[src/hdl/lob_pkg.sv]
// Package for the limit order book matcher.
// Holds the request/result structs, field widths and the sequencer states.
// No dependencies.
`default_nettype none
package lob_pkg;

  localparam int PRICE_W   = 32;
  localparam int QTY_W     = 32;
  localparam int BACKLOG_W = 39;

  localparam logic SIDE_BUY  = 1'b0;
  localparam logic SIDE_SELL = 1'b1;

  typedef struct packed {
    logic               side;
    logic [PRICE_W-1:0] limit_price;
    logic [QTY_W-1:0]   quantity;
  } in_req_t;

  typedef struct packed {
    logic [QTY_W-1:0]     filled_quantity;
    logic [QTY_W-1:0]     rested_quantity;
    logic [QTY_W-1:0]     dropped_quantity;
    logic                 book_full;
    logic [BACKLOG_W-1:0] backlog_total;
  } out_rsp_t;

  typedef enum logic [2:0] {
    ST_IDLE,
    ST_SCAN,
    ST_DECIDE,
    ST_MOVE,
    ST_PLACE
  } lob_state_t;

endpackage
`default_nettype wire

[src/hdl/lob_book.sv]
// One side of the book: price and amount memories, one write and one read port.
// Read data is registered. Depends on lob_pkg.
`default_nettype none
module lob_book #(
  parameter int DEPTH = 64,
  parameter int AMT_W = 32,
  parameter int IDX_W = 6
) (
  input  wire logic                        clk,
  input  wire logic                        wr_en,
  input  wire logic [IDX_W-1:0]            wr_addr,
  input  wire logic [lob_pkg::PRICE_W-1:0] wr_price,
  input  wire logic [AMT_W-1:0]            wr_amt,
  input  wire logic [IDX_W-1:0]            rd_addr,
  output logic      [lob_pkg::PRICE_W-1:0] rd_price,
  output logic      [AMT_W-1:0]            rd_amt
);
  import lob_pkg::*;

  logic [PRICE_W-1:0] price_mem [DEPTH];
  logic [AMT_W-1:0]   amt_mem   [DEPTH];

  // write port
  always_ff @(posedge clk) begin
    if (wr_en) begin
      price_mem[wr_addr] <= wr_price;
      amt_mem[wr_addr]   <= wr_amt;
    end
  end

  // registered read port
  always_ff @(posedge clk) begin
    rd_price <= price_mem[rd_addr];
    rd_amt   <= amt_mem[rd_addr];
  end

endmodule
`default_nettype wire

[config.mk]
export PLATFORM = sky130hd
export DESIGN_NAME = lob_book
export DESIGN_NICKNAME = d
export VERILOG_FILES = /design/src/hdl/lob_pkg.sv /design/src/hdl/lob_book.sv
export SDC_FILE = /design/constraint.sdc
export NUM_CORES = 2
export LEC_CHECK = 0
export BUFFER_PORTS_ARGS = -buffer_cell sky130_fd_sc_hd__buf_2
export CELL_PAD_IN_SITES_DETAIL_PLACEMENT = 0
export CELL_PAD_IN_SITES_GLOBAL_PLACEMENT = 1
export CORE_MARGIN = 4
export CORE_UTILIZATION = 50
export CTS_BUF_LIST = sky130_fd_sc_hd__clkbuf_8 sky130_fd_sc_hd__clkbuf_16
export DETAILED_ROUTE_END_ITERATION = 8
export PLACE_DENSITY_LB_ADDON = 0.1
export SLEW_MARGIN = 20
export SYNTH_ARGS = -nofsm -noshare
export SYNTH_HDL_FRONTEND = slang
export SYNTH_SLANG_ARGS = --single-unit
[constraint.sdc]
create_clock -name clk -period 4.1 [get_ports clk]
set_input_delay 0.205 -clock clk [delete_from_list [all_inputs] [get_ports clk]]
set_output_delay 0.205 -clock clk [all_outputs]
set_load 0.05 [all_outputs]
==> results by stage <==
Worst setup path:
- For this design, the slowest cell found on the critical path is sky130_fd_sc_hd__and2_4.
- The category of the worst setup path capture point is a register.
- The kind of cell with the highest combined delay along the critical path is buffers and inverters.
- For flop-to-flop paths, the worst setup slack is 2.11 ns.
- The buffers plus inverters on the worst setup path is 3.
- At the worst endpoint, the required time is 4.94 ns.
- The maximum fanout count along the critical path is 31.
- The critical path startpoint is rd_addr[4].
- The critical path is of the in2reg type.
- STA classifies the critical path startpoint as a primary input.
- The critical path goes through dlygate4sd3_1 -> buf_6 -> and2_4 -> buf_4 -> a211oi_1 -> o211a_1.
- The startpoint identified for the worst register-to-register timing path is price_mem[50][30]$_DFFE_PP_.
- The signal arrival time at the worst endpoint is 3.06 ns.
- The worst stage delay on the critical path is 0.83 ns.

Routing:
- The count of nets left with antenna violations after detail routing is 0.
- The number of vias per cell is 6.695.
- The first detailed-routing pass ran for 5 iterations.
- The overall via count from detail_route is 77330.
- For this run, design rule violations remaining after detail routing come to 0.
- The total detailed-routing wirelength is 463900 um.
- After the first detailed-routing iteration, the DRC count stood at 10340.
- The detailed-route wire length per cell is 40.17 um.

Global route:
- The initial antenna violation count is 23.
- The global route total overflow is 0.
- The number of global-route vias before repair is 76900.
- The total global routing track utilization is 28.70%.
- The largest net degree at the start of global routing is 90.
- The wire length of the first global-routing pass is 636900 um.

Power:
- The power after layout is 90.58 mW.
- The internal power of the cells totals 71.30 mW.
- In this run the power density over the cells is 504.5 nW/um2.
- The maximum resistive drop on vdd is 412.5 uV.
- The share of total power in the clock network is 42.8%.
- The sequential cell fraction of total power is 52.2%.
- The net switching power figure is 19.27 mW.
- In this run switching power makes up 21.28% of total power.
- The static leakage power is 56.34 nW.
- Combinational cells account for 5.0% of the total power.

CTS:
- TritonCTS built the clock tree.
- The TritonCTS buffer count is 423.
- Post-CTS timing repair inserted 0 buffers for setup.
- The longest clock path from root to sink contains 4 buffers.
- In this run the number of H-tree levels came out at 5.
- The clock net in this run drives a total of 4160 sinks.
- The later-pin clock latency in the skew report is 0.96 ns.
- The tree is rooted in a sky130_fd_sc_hd__clkbuf_16.
- Clock-pin slew was measured on the worst setup and hold paths at 0.06 ns.

Logic synthesis:
- The number of nets in the synthesized netlist is 6583.
- The post-synthesis cell area is 155800 um2.
- The gate count after technology mapping is 6505.
- In this run, synthesis produced a sequential element count of 4160.
- The top cell type by total area after synthesis is sky130_fd_sc_hd__edfxtp_1.
- The unique cell type count in the Yosys netlist is 30.
- The register area share after synthesis is 79.75%.
- The area share of the largest cell type after synthesis is 78.93%.
- Yosys printed 0 warnings.
- In the post-synthesis netlist, the biggest area contributors are sky130_fd_sc_hd__edfxtp_1, sky130_fd_sc_hd__mux4_2, sky130_fd_sc_hd__a22oi_1.
- Averaged over all synthesized cells, the footprint is 23.96 um2.

STA:
- The max-slew violation count is 0.
- The shortest period the worst path allows is 2.213 ns.
- For the pin with the worst max-slew slack, the measured transition is 1.082 ns.
- Timing would allow up to 452.0 MHz.
- Setup repair after global routing left no endpoint under its margin.
- Setup violations remaining at the end of the flow were counted as 0.
- The final-report hold violation count was 0.
- The final critical path takes up 53.97% of the cycle.
- The worst clock skew on the final layout is 0.03467 ns.
- The relative slew slack is 27.87%.

Die:
- The floorplan step defined a die boundary enclosing 320700 um2.
- Once the floorplan was initialized, standard cells occupied 50.33% of the core.
- The horizontal die dimension is 566.3 um.
- The placeable core region is 309600 um2.
- The number of I/O pins is 142.
- The floorplan step set the die height to 566.3 um.
- The number of cell rows is 204.

Finish:
- Measured on the finished design, the core utilization comes to 57.98%.
- Cells with a size suffix above 1 make up 29.55% of the layout.
- The net count of the finished layout is 7138.
- The area growth from synthesis to layout is 15.20%.

Worst hold path:
- The startpoint identified for the worst hold timing path is wr_addr[2].
- The worst min-delay path class is in2reg.

Place:
- In this run the tool buffered the top-level ports with 141 buffer cells.
- The routability congestion estimate from global placement is 0.7738.
- The detailed-placement wirelength estimate is 239000 um.

Job:
- Max-cap violations in this run came to 0.

Outcome:
- The flow ran to the end, and the final reports show no timing, DRC or antenna violations.
==> cell families after synthesis <==
logic type / after synthesis / share of synthesized area, %
DFF: 4160 / 79.75
muxes: 1114 / 15.38
AOI/OAI and AO/OA: 575 / 2.803
buffers and inverters: 378 / 1.242
and+or+nand+nor: 278 / 0.8310
==> cells in the final DEF, fill, tap and decap left out, drive strengths merged, types with 8 or more instances in the layout <==
cell type,Yosys,routed
edfxtp,4096,4096
mux4,1024,1024
clkbuf,141,471
buf,236,442
a22oi,256,256
clkinv,0,168
nand3,133,133
nor2,110,110
o22ai,102,102
mux2i,90,90
inv,1,88
dlygate4sd3,0,65
o221ai,64,64
o211a,64,64
dfxtp,64,64
a211oi,63,63
bufinv,0,46
a21oi,25,25
clkinvlp,0,15
diode,0,8
==> per-stage QoR <==
stage	cell area [um2]	worst slack, ns	setup TNS, ns	instances	hold WS (ns)
after detailed placement	164600	1.138	0	10690	0.6758
final	179500	1.887	0	11550	0.1048
after global placement	164600	1.118	0	10690	0.6783
after global routing	179500	1.926	0	11540	0.1016
after CTS	179200	1.905	0	11520	0.005335
after floorplan	155800	-0.1010	-51.69	6505	0.3039
==> final timing paths <==
path                          endpoint  depth (start not counted)
max                  rd_amt[4]$_DFF_P_                          6
min          amt_mem[48][10]$_DFFE_PP_                          5
max reg2reg       rd_price[30]$_DFF_P_                          4
min reg2reg         rd_amt[31]$_DFF_P_                          4
==> worst register-to-register path: cells and delay by family, from the launching register on <==
family | cells | cell delay, ns
and+or+nand+nor | 1 | 0.26
DFF | 1 | 0.36
muxes | 1 | 0.48
AOI/OAI and AO/OA | 2 | 0.79
==> synth_stat cells (all sizes together) <==
| cell | instances |
|---|---|
| a21oi | 25 |
| nand2b | 4 |
| o22ai | 102 |
| a221oi | 1 |
| buf | 236 |
| nor2b | 7 |
| nand2 | 7 |
| o211a | 64 |
| mux2i | 90 |
| or3b | 4 |
| a211oi | 63 |
| inv | 1 |
| or3 | 3 |
| edfxtp | 4096 |
| nand3 | 133 |
| or2 | 2 |
| mux4 | 1024 |
| and2 | 3 |
| dfxtp | 64 |
| nand4 | 1 |
| nand3b | 4 |
| o221ai | 64 |
| a22oi | 256 |
| nor2 | 110 |
| clkbuf | 141 |
==> sequential cells by signal, summed over array words and instances, names as in the netlist <==
| name | flops |
|---|---|
| rd_amt | 32 |
| rd_price | 32 |
| price_mem | 2048 |
| amt_mem | 2048 |
==> power by group through the flow <==
stage | Sequential, mW | Combinational (mW) | Clock, mW
floorplan | 48.4 | 2.18 | 0
global placement | 48.2 | 4.39 | 0
detailed placement | 48.2 | 4.45 | 0
CTS | 47.3 | 4.50 | 39.4
global route | 47.3 | 4.73 | 41.2
finish | 47.3 | 4.49 | 38.8
==> timing repair <==
action                                 in CTS  in global routing
endpoints found under the hold margin    2424               1024
hold buffers                               49                 16
gates resized for setup                     0                  0
==> layout make-up <==
class	count	area [um2]
diodes	8	20.02
clock buffers	471	11320
clock inverters	316	2745
fillers	22170	130100
inverters	1	3.754
multi-input cells	1967	30190
flip-flops and latches	4160	124300
well taps	4120	5155
repair buffers	507	5807
==> layer usage <==
metal	share of wire, %	vias to the layer above	track usage [%]
li1	-	29480	-
met3	9.4	559	5.090
met1	40	43190	42.63
met4	2.2	4	5.997
met2	48	4092	45.40
met5	0.0052	-	0
Note: power is estimated with default switching activity, not from simulation.
